[src/jdn_pkg.sv]
// Shared types, stage count and constants for the Julian day number converter.
// Used by every module in src; depends on nothing else.
package jdn_pkg;

	// Pipeline depth from request accept to result register
	localparam int NUM_STAGES = 6;

	// Per-stage load enables, driven by the pipeline control
	typedef struct packed {
		logic [NUM_STAGES-1:0] load;
	} jdn_ctrl_t;

	// Conversion direction carried with each request
	typedef enum logic {
		FUNC_DATE_TO_DN = 1'b0,
		FUNC_DN_TO_DATE = 1'b1
	} jdn_func_t;

	// Forward direction offsets
	localparam logic signed [25:0] DN_OFFSET   = 26'sd32075;
	localparam logic signed [15:0] YEAR_BASE_A = 16'sd4800;
	localparam logic signed [15:0] YEAR_BASE_B = 16'sd4900;
	localparam logic signed [25:0] QUAD_YEAR   = 26'sd1461;

	// Truncating divide of a 15-bit magnitude by 100 (exact for values below 2^15)
	localparam int              C100_SHIFT = 22;
	localparam logic [15:0]     C100_MULT  =
		16'(((64'd1 << C100_SHIFT) + 64'd99) / 64'd100);

	// Reverse direction constants
	localparam logic [23:0] DN_EPOCH_ADJ = 24'd68569;
	localparam logic [17:0] DAYS_400Y    = 18'd146097;
	localparam logic [17:0] QUAD_DAYS    = 18'd1461;
	localparam logic [15:0] MONTH_BIAS   = 16'd31;
	localparam logic signed [15:0] CENTURY_BIAS = 16'sd4900;
	localparam logic signed [15:0] CENTURY_LEN  = 16'sd100;

	// floor(4*l / 146097) as (l * NQ_MULT) >> NQ_SHIFT, exact for l below 2^24
	localparam int          NQ_SHIFT = 44;
	localparam logic [28:0] NQ_MULT  =
		29'(((64'd4 << NQ_SHIFT) + 64'd146096) / 64'd146097);

	// floor(4000*x / 1461001) as (x * IQ_MULT) >> IQ_SHIFT, exact for x below 2^16
	localparam int          IQ_SHIFT = 40;
	localparam logic [31:0] IQ_MULT  =
		32'(((64'd4000 << IQ_SHIFT) + 64'd1461000) / 64'd1461001);

	// floor(80*x / 2447) as (x * JQ_MULT) >> JQ_SHIFT, exact for x below 2^9
	localparam int          JQ_SHIFT = 24;
	localparam logic [19:0] JQ_MULT  =
		20'(((64'd80 << JQ_SHIFT) + 64'd2446) / 64'd2447);

	// 367 * (m - 2 - 12*a) / 12 for every 4-bit month code
	function automatic logic [8:0] month_offset(input logic [3:0] m);
		logic [8:0] v;
		case (m)
			4'd0:    v = 9'd305;
			4'd1:    v = 9'd336;
			4'd2:    v = 9'd367;
			4'd3:    v = 9'd30;
			4'd4:    v = 9'd61;
			4'd5:    v = 9'd91;
			4'd6:    v = 9'd122;
			4'd7:    v = 9'd152;
			4'd8:    v = 9'd183;
			4'd9:    v = 9'd214;
			4'd10:   v = 9'd244;
			4'd11:   v = 9'd275;
			4'd12:   v = 9'd305;
			4'd13:   v = 9'd336;
			4'd14:   v = 9'd367;
			default: v = 9'd397;
		endcase
		return v;
	endfunction

	// 2447 * j / 80: days before month index j in the March-based year
	function automatic logic [8:0] mday_offset(input logic [3:0] j);
		logic [8:0] v;
		case (j)
			4'd0:    v = 9'd0;
			4'd1:    v = 9'd30;
			4'd2:    v = 9'd61;
			4'd3:    v = 9'd91;
			4'd4:    v = 9'd122;
			4'd5:    v = 9'd152;
			4'd6:    v = 9'd183;
			4'd7:    v = 9'd214;
			4'd8:    v = 9'd244;
			4'd9:    v = 9'd275;
			4'd10:   v = 9'd305;
			4'd11:   v = 9'd336;
			4'd12:   v = 9'd367;
			4'd13:   v = 9'd397;
			4'd14:   v = 9'd428;
			default: v = 9'd458;
		endcase
		return v;
	endfunction

endpackage

[src/julian_day_number_converter_core.sv]
// Top level of the Julian day number converter: control plus both datapaths.
// Depends on jdn_pkg, jdn_ctrl, jdn_fwd and jdn_rev.
//
// Usage:
//   Each request on the input channel (in_valid/in_ready) carries func and the
//   fields of both directions. func = 0 converts day_in, month_in, year_in to
//   a Julian day number; func = 1 converts day_number_in to day, month and year
//   (years of zero or less come out lowered by one for BC numbering).
//   Each request gives one result on the output channel (out_valid/out_ready);
//   fields of the unused direction read as zero.
//   out_valid rises once an accepted request has reached the last of the six
//   register stages; the reverse reciprocal-multiply chain sets this depth,
//   and the forward path is padded to match. Throughput is one request per
//   cycle while the receiver does not stall.
//   Asynchronous reset empties all stages; nothing is pending afterwards.
//   When the receiver stalls, the last stage holds its result and earlier
//   stages keep filling bubbles; in_ready drops only once every stage is full.
module julian_day_number_converter_core (
	input  logic               clk,
	input  logic               arst_n,
	input  logic               in_valid,
	output logic               in_ready,
	input  logic               func,
	input  logic [4:0]         day_in,
	input  logic [3:0]         month_in,
	input  logic signed [14:0] year_in,
	input  logic [22:0]        day_number_in,
	output logic               out_valid,
	input  logic               out_ready,
	output logic [22:0]        day_number_out,
	output logic [4:0]         day_out,
	output logic [3:0]         month_out,
	output logic signed [14:0] year_out
);
	import jdn_pkg::*;

	jdn_ctrl_t          ctrl;
	jdn_func_t          func_s6;
	logic [22:0]        fwd_dn;
	logic [4:0]         rev_day;
	logic [3:0]         rev_month;
	logic signed [14:0] rev_year;

	jdn_ctrl u_ctrl (
		.clk       (clk),
		.arst_n    (arst_n),
		.in_valid  (in_valid),
		.in_ready  (in_ready),
		.func      (func),
		.out_valid (out_valid),
		.out_ready (out_ready),
		.func_out  (func_s6),
		.ctrl      (ctrl)
	);

	jdn_fwd u_fwd (
		.clk        (clk),
		.ctrl       (ctrl),
		.day_in     (day_in),
		.month_in   (month_in),
		.year_in    (year_in),
		.day_number (fwd_dn)
	);

	jdn_rev u_rev (
		.clk           (clk),
		.ctrl          (ctrl),
		.day_number_in (day_number_in),
		.day           (rev_day),
		.month         (rev_month),
		.year          (rev_year)
	);

	// Zero the fields of the direction not selected
	always_comb begin
		day_number_out = '0;
		day_out        = '0;
		month_out      = '0;
		year_out       = '0;
		case (func_s6)
			FUNC_DATE_TO_DN: begin
				day_number_out = fwd_dn;
			end
			default: begin
				day_out   = rev_day;
				month_out = rev_month;
				year_out  = rev_year;
			end
		endcase
	end

endmodule

[src/jdn_ctrl.sv]
// Pipeline control: per-stage valid bits, load enables and the direction bit.
// Depends on jdn_pkg.
module jdn_ctrl (
	input  logic               clk,
	input  logic               arst_n,
	input  logic               in_valid,
	output logic               in_ready,
	input  logic               func,
	output logic               out_valid,
	input  logic               out_ready,
	output jdn_pkg::jdn_func_t func_out,
	output jdn_pkg::jdn_ctrl_t ctrl
);
	import jdn_pkg::*;

	logic [NUM_STAGES-1:0] valid_q;
	jdn_func_t             func_q [NUM_STAGES];
	logic [NUM_STAGES-1:0] load;

	// Load a stage when it is empty or its contents move on this cycle
	always_comb begin
		load[NUM_STAGES-1] = !valid_q[NUM_STAGES-1] || out_ready;
		for (int k = NUM_STAGES - 2; k >= 0; k--) begin
			load[k] = !valid_q[k] || load[k+1];
		end
	end

	// Advance valid bits
	always_ff @(posedge clk or negedge arst_n) begin
		if (!arst_n) begin
			valid_q <= '0;
		end else begin
			if (load[0]) begin
				valid_q[0] <= in_valid;
			end
			for (int k = 1; k < NUM_STAGES; k++) begin
				if (load[k]) begin
					valid_q[k] <= valid_q[k-1];
				end
			end
		end
	end

	// Carry the direction of each request alongside its valid bit
	always_ff @(posedge clk) begin
		if (load[0]) begin
			func_q[0] <= jdn_func_t'(func);
		end
		for (int k = 1; k < NUM_STAGES; k++) begin
			if (load[k]) begin
				func_q[k] <= func_q[k-1];
			end
		end
	end

	assign in_ready  = load[0];
	assign out_valid = valid_q[NUM_STAGES-1];
	assign func_out  = func_q[NUM_STAGES-1];
	assign ctrl.load = load;

endmodule

[src/jdn_fwd.sv]
// Date to Julian day number datapath, computed in three stages and delayed to
// the common pipeline depth. Depends on jdn_pkg.
module jdn_fwd (
	input  logic               clk,
	input  jdn_pkg::jdn_ctrl_t ctrl,
	input  logic [4:0]         day_in,
	input  logic [3:0]         month_in,
	input  logic signed [14:0] year_in,
	output logic [22:0]        day_number
);
	import jdn_pkg::*;

	// Stage 1 signals
	logic               a_neg;
	logic signed [15:0] a_val;
	logic signed [15:0] yr_ext;
	logic signed [15:0] ya;
	logic signed [15:0] yb;
	logic [14:0]        yb_mag;
	logic signed [25:0] p1;
	logic [30:0]        prod100;

	logic signed [25:0] p1_s1;
	logic [30:0]        prod100_s1;
	logic               neg_s1;
	logic [8:0]         t2_s1;
	logic [4:0]         day_s1;

	// Stage 2 signals
	logic signed [25:0] p1_adj;
	logic [7:0]         q100;
	logic signed [8:0]  qs;

	logic signed [23:0] t1_s2;
	logic signed [8:0]  qs_s2;
	logic [8:0]         t2_s2;
	logic [4:0]         day_s2;

	// Stage 3 signals
	logic signed [10:0] m3;
	logic signed [10:0] m3_adj;
	logic signed [8:0]  t3;
	logic signed [25:0] sum;

	logic [22:0] dn_s3;
	logic [22:0] dn_s4;
	logic [22:0] dn_s5;
	logic [22:0] dn_s6;

	// Stage 1: month correction, year products, magnitude divide by 100
	always_comb begin
		a_neg   = (month_in <= 4'd2);
		a_val   = a_neg ? -16'sd1 : 16'sd0;
		yr_ext  = 16'(year_in);
		ya      = yr_ext + YEAR_BASE_A + a_val;
		yb      = yr_ext + YEAR_BASE_B + a_val;
		yb_mag  = yb[15] ? 15'(-yb) : yb[14:0];
		p1      = 26'(ya) * QUAD_YEAR;
		prod100 = 31'(yb_mag) * 31'(C100_MULT);
	end

	always_ff @(posedge clk) begin
		if (ctrl.load[0]) begin
			p1_s1      <= p1;
			prod100_s1 <= prod100;
			neg_s1     <= yb[15];
			t2_s1      <= month_offset(month_in);
			day_s1     <= day_in;
		end
	end

	// Stage 2: truncate both quotients toward zero
	always_comb begin
		p1_adj = p1_s1 + (p1_s1[25] ? 26'sd3 : 26'sd0);
		q100   = prod100_s1[C100_SHIFT +: 8];
		qs     = neg_s1 ? -$signed({1'b0, q100}) : $signed({1'b0, q100});
	end

	always_ff @(posedge clk) begin
		if (ctrl.load[1]) begin
			t1_s2  <= p1_adj[25:2];
			qs_s2  <= qs;
			t2_s2  <= t2_s1;
			day_s2 <= day_s1;
		end
	end

	// Stage 3: century term and final sum
	always_comb begin
		m3     = 11'(qs_s2) * 11'sd3;
		m3_adj = m3 + (m3[10] ? 11'sd3 : 11'sd0);
		t3     = m3_adj[10:2];
		sum    = $signed({21'd0, day_s2}) - DN_OFFSET + 26'(t1_s2)
			+ $signed({17'd0, t2_s2}) - 26'(t3);
	end

	// Hold the result through the remaining stages
	always_ff @(posedge clk) begin
		if (ctrl.load[2]) begin
			dn_s3 <= sum[22:0];
		end
		if (ctrl.load[3]) begin
			dn_s4 <= dn_s3;
		end
		if (ctrl.load[4]) begin
			dn_s5 <= dn_s4;
		end
		if (ctrl.load[5]) begin
			dn_s6 <= dn_s5;
		end
	end

	assign day_number = dn_s6;

endmodule

[src/jdn_rev.sv]
// Julian day number to date datapath, six stages of reciprocal multiplies.
// Depends on jdn_pkg.
module jdn_rev (
	input  logic               clk,
	input  jdn_pkg::jdn_ctrl_t ctrl,
	input  logic [22:0]        day_number_in,
	output logic [4:0]         day,
	output logic [3:0]         month,
	output logic signed [14:0] year
);
	import jdn_pkg::*;

	logic [23:0] l;
	logic [52:0] prod_n;
	logic [23:0] l_s1;
	logic [52:0] prod_n_s1;

	logic [7:0]  n;
	logic [25:0] m146;
	logic [23:0] l_s2;
	logic [7:0]  n_s2;
	logic [25:0] m146_s2;

	logic [25:0] m146_rnd;
	logic [23:0] l2_full;
	logic [15:0] l2;
	logic [47:0] prod_i;
	logic [47:0] prod_i_s3;
	logic [15:0] l2_s3;
	logic [7:0]  n_s3;

	logic [6:0]  i;
	logic [17:0] qi;
	logic [15:0] l3_full;
	logic [8:0]  l3_s4;
	logic [6:0]  i_s4;
	logic [7:0]  n_s4;

	logic [28:0] prod_j;
	logic [28:0] prod_j_s5;
	logic [8:0]  l3_s5;
	logic [6:0]  i_s5;
	logic [7:0]  n_s5;

	logic [3:0]         j;
	logic [8:0]         k;
	logic               l4;
	logic [3:0]         mon;
	logic signed [15:0] yr;
	logic signed [15:0] yr_bc;
	logic [4:0]         day_s6;
	logic [3:0]         month_s6;
	logic signed [14:0] year_s6;

	// Stage 1: shift epoch, start 400-year cycle count
	always_comb begin
		l      = 24'(day_number_in) + DN_EPOCH_ADJ;
		prod_n = 53'(l) * 53'(NQ_MULT);
	end

	always_ff @(posedge clk) begin
		if (ctrl.load[0]) begin
			l_s1      <= l;
			prod_n_s1 <= prod_n;
		end
	end

	// Stage 2: cycle count and days in whole cycles
	always_comb begin
		n    = prod_n_s1[NQ_SHIFT +: 8];
		m146 = 26'(n) * 26'(DAYS_400Y);
	end

	always_ff @(posedge clk) begin
		if (ctrl.load[1]) begin
			l_s2    <= l_s1;
			n_s2    <= n;
			m146_s2 <= m146;
		end
	end

	// Stage 3: day within cycle, start year-in-cycle estimate
	always_comb begin
		m146_rnd = m146_s2 + 26'd3;
		l2_full  = l_s2 - m146_rnd[25:2];
		l2       = l2_full[15:0];
		prod_i   = 48'(l2 + 16'd1) * 48'(IQ_MULT);
	end

	always_ff @(posedge clk) begin
		if (ctrl.load[2]) begin
			prod_i_s3 <= prod_i;
			l2_s3     <= l2;
			n_s3      <= n_s2;
		end
	end

	// Stage 4: year in cycle and day within March-based year
	always_comb begin
		i       = prod_i_s3[IQ_SHIFT +: 7];
		qi      = 18'(i) * QUAD_DAYS;
		l3_full = l2_s3 - qi[17:2] + MONTH_BIAS;
	end

	always_ff @(posedge clk) begin
		if (ctrl.load[3]) begin
			l3_s4 <= l3_full[8:0];
			i_s4  <= i;
			n_s4  <= n_s3;
		end
	end

	// Stage 5: start month index estimate
	assign prod_j = 29'(l3_s4) * 29'(JQ_MULT);

	always_ff @(posedge clk) begin
		if (ctrl.load[4]) begin
			prod_j_s5 <= prod_j;
			l3_s5     <= l3_s4;
			i_s5      <= i_s4;
			n_s5      <= n_s4;
		end
	end

	// Stage 6: day, month, year with BC numbering
	always_comb begin
		j     = prod_j_s5[JQ_SHIFT +: 4];
		k     = l3_s5 - mday_offset(j);
		l4    = (j >= 4'd11);
		mon   = l4 ? (j - 4'd10) : (j + 4'd2);
		yr    = $signed(16'(n_s5)) * CENTURY_LEN - CENTURY_BIAS
			+ $signed({9'd0, i_s5}) + $signed({15'd0, l4});
		yr_bc = (yr <= 16'sd0) ? (yr - 16'sd1) : yr;
	end

	always_ff @(posedge clk) begin
		if (ctrl.load[5]) begin
			day_s6   <= k[4:0];
			month_s6 <= mon;
			year_s6  <= yr_bc[14:0];
		end
	end

	assign day   = day_s6;
	assign month = month_s6;
	assign year  = year_s6;

endmodule
[config.mk]
export PLATFORM = sky130hd
export DESIGN_NAME = julian_day_number_converter_core
export DESIGN_NICKNAME = d
export VERILOG_FILES = /design/src/jdn_pkg.sv /design/src/julian_day_number_converter_core.sv /design/src/jdn_ctrl.sv /design/src/jdn_fwd.sv /design/src/jdn_rev.sv
export SDC_FILE = /design/constraint.sdc
export NUM_CORES = 2
export LEC_CHECK = 0
export BUFFER_PORTS_ARGS = -buffer_cell sky130_fd_sc_hd__buf_2
export CAP_MARGIN = 10
export CELL_PAD_IN_SITES_DETAIL_PLACEMENT = 1
export CELL_PAD_IN_SITES_GLOBAL_PLACEMENT = 1
export CORE_MARGIN = 2
export CORE_UTILIZATION = 45
export DETAILED_ROUTE_END_ITERATION = 8
export PLACE_DENSITY = 0.84
export SKIP_CTS_REPAIR_TIMING = 1
export SYNTH_ARGS = -nofsm -noshare
export SYNTH_HDL_FRONTEND = slang
export SYNTH_SLANG_ARGS = --single-unit
[constraint.sdc]
create_clock -name clk -period 9.1 [get_ports clk]
set_clock_uncertainty 0.15 [all_clocks]
set_input_delay 0.455 -clock clk [delete_from_list [all_inputs] [get_ports clk]]
set_output_delay 0.455 -clock clk [all_outputs]
set_load 0.1 [all_outputs]
After elaboration in Yosys (flattened, before gate mapping)
Memory sizes are Yosys's and may differ from the RTL's. A register that Yosys moved wholly into a read port is not among the register bits.
Cells that the tools add are included.
{"block": "op_classes", "n_addsub": 25, "n_mul": 9, "order_cmp": 3, "mux": 24, "reduce_logical": 12}
{"op": "24-bit by 29-bit multiplier with 52-bit output (second input constant)", "n": 1}
{"op": "17-bit by 30-bit multiplier with 45-bit output (second input constant)", "n": 1}
{"op": "15-bit 2-to-1 mux", "n": 3}
{"op": "15-bit by 14-bit adder with 16-bit output (second input constant)", "n": 2}
{"op": "16-bit adder", "n": 2}
{"op": "15-bit by 13-bit multiplier with 27-bit output (second input constant)", "n": 1}
{"op": "16-bit by 12-bit multiplier with 26-bit output (second input constant)", "n": 1}
{"op": "9-bit by 18-bit multiplier with 26-bit output (second input constant)", "n": 1}
{"op": "25-bit by 3-bit adder with 25-bit output", "n": 1}
{"op": "23-bit by 17-bit adder with 24-bit output (second input constant)", "n": 1}
{"op": "16-bit by 23-bit adder with 23-bit output", "n": 1}
{"op": "23-bit by 10-bit adder with 23-bit output", "n": 1}
{"op": "23-bit 2-to-1 mux", "n": 1}
{"op": "23-bit by 9-bit subtractor with 23-bit output", "n": 1}
{"op": "18-bit by 2-bit adder with 18-bit output (second input constant)", "n": 1}
{"op": "8-bit by 18-bit multiplier with 18-bit output (second input constant)", "n": 1}
{"op": "16-bit by 1-bit adder with 17-bit output (second input constant)", "n": 1}
{"op": "16-bit by 2-bit adder with 16-bit output", "n": 1}
{"op": "16-bit by 8-bit adder with 16-bit output", "n": 1}
{"op": "16-bit by 1-bit <= comparator with 1-bit output (second input constant)", "n": 1}
{"op": "16-bit 2-to-1 mux", "n": 1}
{"op": "16-bit by 14-bit subtractor with 16-bit output (second input constant)", "n": 1}
{"op": "16-bit subtractor", "n": 1}
{"op": "5-bit by 15-bit subtractor with 16-bit output (second input constant)", "n": 1}
{"op": "other kinds (21)", "n": 45}
{"block": "totals", "ff_bits": 469, "ramBits": 6, "rom_bits": 288, "input_bits": 52, "mem_count": 3}
{"memory": "(name not given)", "words": 16, "word_bits": 9, "rd": 1, "rd_ports_with_merged_regs": 1, "wr": 0, "line": "jdn_pkg.sv:56", "rtl": "case (m)"}
{"memory": "(name not given)", "words": 16, "word_bits": 9, "rd": 1, "rd_ports_with_merged_regs": 1, "wr": 0, "line": "jdn_pkg.sv:80", "rtl": "case (j)"}
{"memory": "u_ctrl.func_q", "words": 6, "word_bits": 1, "rd": 6, "rd_ports_with_merged_regs": 0, "wr": 6, "line": "jdn_ctrl.sv:17", "rtl": "jdn_func_t func_q [NUM_STAGES];"}

Logic depth before layout (Yosys ltp)
{"block": "logic_depth", "depth_word": 9, "ltp_mapped": 40, "depth_no_buf": 40}

Modules after synthesis
From an unflattened synthesis, not the netlist that was laid out.
{"block": "unflattened", "cells_unflattened": 4622, "area_unflattened_um2": 50332.0}
{"module": "jdn_rev", "instances": 1, "cells_per_inst": 2943, "area_per_inst_um2": 31746.7, "seq_area_each_um2": 4844.6}
{"module": "jdn_fwd", "instances": 1, "cells_per_inst": 1600, "area_per_inst_um2": 17804.6, "seq_area_each_um2": 5615.4}
{"module": "jdn_ctrl", "instances": 1, "cells_per_inst": 27, "area_per_inst_um2": 436.7, "seq_area_each_um2": 330.3}
{"module": "julian_day_number_converter_core", "instances": 1, "cells_per_inst": 52, "area_per_inst_um2": 344.1, "seq_area_each_um2": 0.0}

Worst setup path before layout
OpenSTA, ideal clock, no wires.
{"block": "synth_timing", "path_type": "reg2reg", "startpoint": "reg u_rev.m146_s2[1]", "endpoint": "reg u_rev.prod_i_s3[42] (data pin)", "arrival_time_ps": 8719, "required_time_ps": 8692, "slack_ps": -27, "stages_incl_launch_ff": 36, "synth_period_minus_slack_ps": 9127, "path_cell_list": "edfxtp_1 o21a_1 and4_1 nand3_1 nor2_1 nand2_1 xor2_1 ha_1 a21oi_1 inv_1 a21o_1 a31o_2 xnor2_1 nor4b_1 and3_1 nand3_1 or3b_1 fa_1 inv_1 fa_1 fa_1 fa_1 inv_1 fa_1 inv_1 fa_1 inv_1 ha_1 nand4_1 a211oi_1 o221ai_1 a2111oi_0 nor2_1 a31oi_1 a21oi_1 xnor2_1"}
{"block": "synth_via", "elab_chain_cells": 4}
{"item": "start, declared", "line": "jdn_rev.sv:22", "rtl": "logic [25:0] m146_s2;"}
{"item": "start signal, assigned", "line": "jdn_rev.sv:78", "rtl": "m146_s2 <= m146;"}
{"item": "18-bit by 2-bit adder with 18-bit output", "line": "jdn_rev.sv:84", "rtl": "m146_rnd = m146_s2 + 26'd3;"}
{"item": "16-bit subtractor", "line": "jdn_rev.sv:85", "rtl": "l2_full = l_s2 - m146_rnd[25:2];"}
{"item": "16-bit by 1-bit adder with 17-bit output", "line": "jdn_rev.sv:87", "rtl": "prod_i = 48'(l2 + 16'd1) * 48'(IQ_MULT);"}
{"item": "17-bit by 30-bit multiplier with 45-bit output", "line": "jdn_rev.sv:87"}
{"item": "named net u_rev.prod_i[42]", "line": "jdn_rev.sv:27", "rtl": "logic [47:0] prod_i;"}
{"item": "end signal, assigned", "line": "jdn_rev.sv:92", "rtl": "prod_i_s3 <= prod_i;"}
{"item": "end, declared", "line": "jdn_rev.sv:28", "rtl": "logic [47:0] prod_i_s3;"}
The timed path passes the listed nets, and every way through them passes these cells.
A chain may end at the register's enable or synchronous reset.

Worst setup path in the final report
{"block": "layout_timing", "startpoint": "reg u_rev.m146_s2[1]", "endpoint": "reg u_rev.prod_i_s3[46] (data pin)"}
The elaborated chain is that of the path after synthesis.

==> flow_summary.yaml <==
clocking:
  cts_max_path_buffers: 3
  cts_inserted_buffers: 41
  cts_tree: "yes"
  cts.root.buffer_cell: "clkbuf_16"
  htree_levels: 2
  clk_latency_ps: 580
  clkTransAtPathRegs_ps: 70
  numClockSinks: 362
global_route:
  use_met1_pct: 28.8
  grt_use_met3_pct: 2.58
  grt_pass1_vias: 40000
  use_met2_pct: 48.3
  grt-ovfl-total: 0
  gr-usage-all-layers_pct: 25.4
  antenna_found_initial: 2
  grt_busiest_layer: "met2"
  grt_max_degree: 62
  grt_first_pass_wirelength_mm: 222
detailed_routing:
  wl_per_cell_um: 23.2
  first_pass_iters: 7
  drc: 0
  via_count: 34200
  antenna_left: 0
  routed_wl_mm: 148
  via_per_inst: 5.37
  drt_iter0_drc: 1852
sta:
  setup_violations: 6
  worst_slack_ps: -269
  worst_pin_slew_ps: 1170
  hold_viol_final: 0
  final_max_slew_viol_count: 0
  max_freq_ghz: 0.107
  slew_headroom_pct: 21.5
  post-route-period-util_pct: 103
  rsz0062_at_grt: "yes"
  fin_crit_ps: 9370
critical_path:
  crit_fanout: 4
  r2r-end: "u_rev.prod_i_s3[46]$_DFFE_PP_"
  arrival_ps: 9550
  worstSetupStartpoint: "u_rev.m146_s2[1]$_DFFE_PP_"
  crit_end: "u_rev.prod_i_s3[46]$_DFFE_PP_"
  required_ps: 9280
  cpPeakStageDelay_ps: 570
  rrSetupSlack_ps: -270
  rr_startpoint: "u_rev.m146_s2[1]$_DFFE_PP_"
  cp-start-kind: "register"
  critical_path_class: "register to register"
  cp-end-kind: "register"
  cp_common_cell: "a21o_1"
  slowest_stage: "fa_2"
  reg2regPathDepth: 39
synthesis:
  yosys.area.top_type: "fa_1"
  synth_ff_type: "edfxtp_1"
  ys_warn_count: 0
  synth_area_mm2: 0.0495
  synth.area.top_cells: "fa_1, ha_1, edfxtp_1, inv_1, xnor2_1"
  ys_types: 76
  synth_top_area_share_pct: 28.6
  synth_edf_count: 351
  synth_seq_cells: 362
  synth-seq-area-share_pct: 21.8
  syn-num-nets: 6195
  syn_area_per_cell_um2: 11.0
  synth_cells: 4521
  async_reset_ff_share_pct: 1.66
layout:
  mostFrequentLayoutCell: "inv_1"
  fin_nets: 6601
  final_cell_mix: "inv_1, ha_1, fa_1, edfxtp_1, buf_4"
  synthToLayoutAreaGrowth_pct: 13.1
  drive_gt1_share_pct: 11.8
  final_core_utilization_pct: 51.4
  n_antenna_cell: 0
run:
  maxCapViolCount: 0
placed_design:
  hpwl_mm: 118
  gp_congestion: 0.961
  io_buffers: 100
die:
  rows: 121
  start_util_pct: 45.4
  die_height_um: 336
  boundaryPins: 101
  core_mm2: 0.109
  die_x_um: 336
  dieArea_mm2: 0.113
status:
  violations: "negative setup slack"
  status: "finished, violations left"
min_path:
  min_path_type: "primary input to asynchronous set/reset pin"
==> synthesized netlist by cell type, types with 5 or more instances <==
master	count
o21ai_1	9
or2_2	6
clkbuf_1	19
a21o_1	70
dfrtp_1	6
ha_1	915
a2111oi_0	5
o21a_1	27
and2_1	35
fa_1	707
nand2b_1	28
nor3_1	45
edfxtp_1	351
nand4_1	16
and4_1	6
a211o_1	5
a21boi_0	6
o41ai_1	6
o21bai_1	27
xnor2_1	211
a211oi_1	15
o211ai_1	9
a31oi_1	19
a21oi_1	131
nand3_1	45
or3_1	16
o21ai_0	77
and3_1	24
nor2_1	126
nand2_1	109
dfxtp_1	5
xor2_1	105
o31ai_1	8
inv_1	1204
mux2i_1	5
nor2b_1	48
==> critical path: cells and delay by family, from the launching register on <==
kind            cells  cell delay (ps)
flops               1              380
simple gates        7             1190
fa+ha+maj           8             3160
compound gates     14             2740
buf+inv             6              790
xor+xnor            4              690
==> cells by family after synthesis <==
group | share of synthesized area, %
AND/OR/NAND/NOR | 5.38
XOR/XNOR | 5.68
AO/OA/AOI/OAI | 5.95
adder cells (fa/ha/maj) | 51.7
multiplexers | 0.215
flip-flops | 21.8
buffers and inverters | 9.31
==> registers in the layout, indices dropped and copies added (netlist names), 15 cells and up, named ones only <==
name              cells
u_fwd.day_number     23
u_fwd.dn_s3          23
u_fwd.dn_s4          23
u_fwd.dn_s5          23
u_fwd.p1_s1          26
u_fwd.t1_s2          23
u_rev.l_s1           15
u_rev.l_s2           16
u_rev.m146_s2        18
u_rev.year           15
==> how the worst min path moves through the flow <==
stage | end | cells past startpoint | from | slack [ps]
5_1_grt | u_ctrl.valid_q[3]$_DFFE_PN0P_ | 2 | arst_n | 150
3_3_place_gp | u_ctrl.valid_q[5]$_DFFE_PN0P_ | 1 | arst_n | 130
6_report | u_ctrl.valid_q[3]$_DFFE_PN0P_ | 2 | arst_n | 160
3_5_place_dp | u_ctrl.valid_q[1]$_DFFE_PN0P_ | 1 | arst_n | 140
2_1_floorplan | u_ctrl.valid_q[0]$_DFFE_PN0P_ | 0 | arst_n | 9
4_1_cts | u_ctrl.valid_q[3]$_DFFE_PN0P_ | 1 | arst_n | -470
==> final cells by class <==
type                       count  area, um2
inverter                    1207       4540
clock inverter                25        264
fill                       11700      53000
clock buffer                  50       1080
tap                         1414       1770
timing repair buffer         383       2720
multi-input combinational   2932      34900
sequential                   362      10800
==> metal layers <==
layer / vias up / wire length (um)
li1: 15300 / -
met2: 960 / 78600
met1: 17600 / 55700
met3: 414 / 5630
met4: 4 / 7620
met5: - / 18
==> per-stage QoR <==
step / TNS [ps] / setup slack, ps / cells / instance area [um2] / hold slack (ps)
after floorplan: 0 / 45.1 / 4521 / 49500 / 9.41
after detailed placement: -5770 / -763 / 6273 / 53700 / 143
after global routing: -2950 / -527 / 6373 / 56000 / 153
after CTS: -5590 / -931 / 6348 / 55100 / -470
after global placement: -764 / -240 / 6273 / 53700 / 133
final: -1190 / -269 / 6373 / 56000 / 159
Power is not shown: default switching activity piles up to over one toggle a cycle in this logic, so the estimate is an artifact.
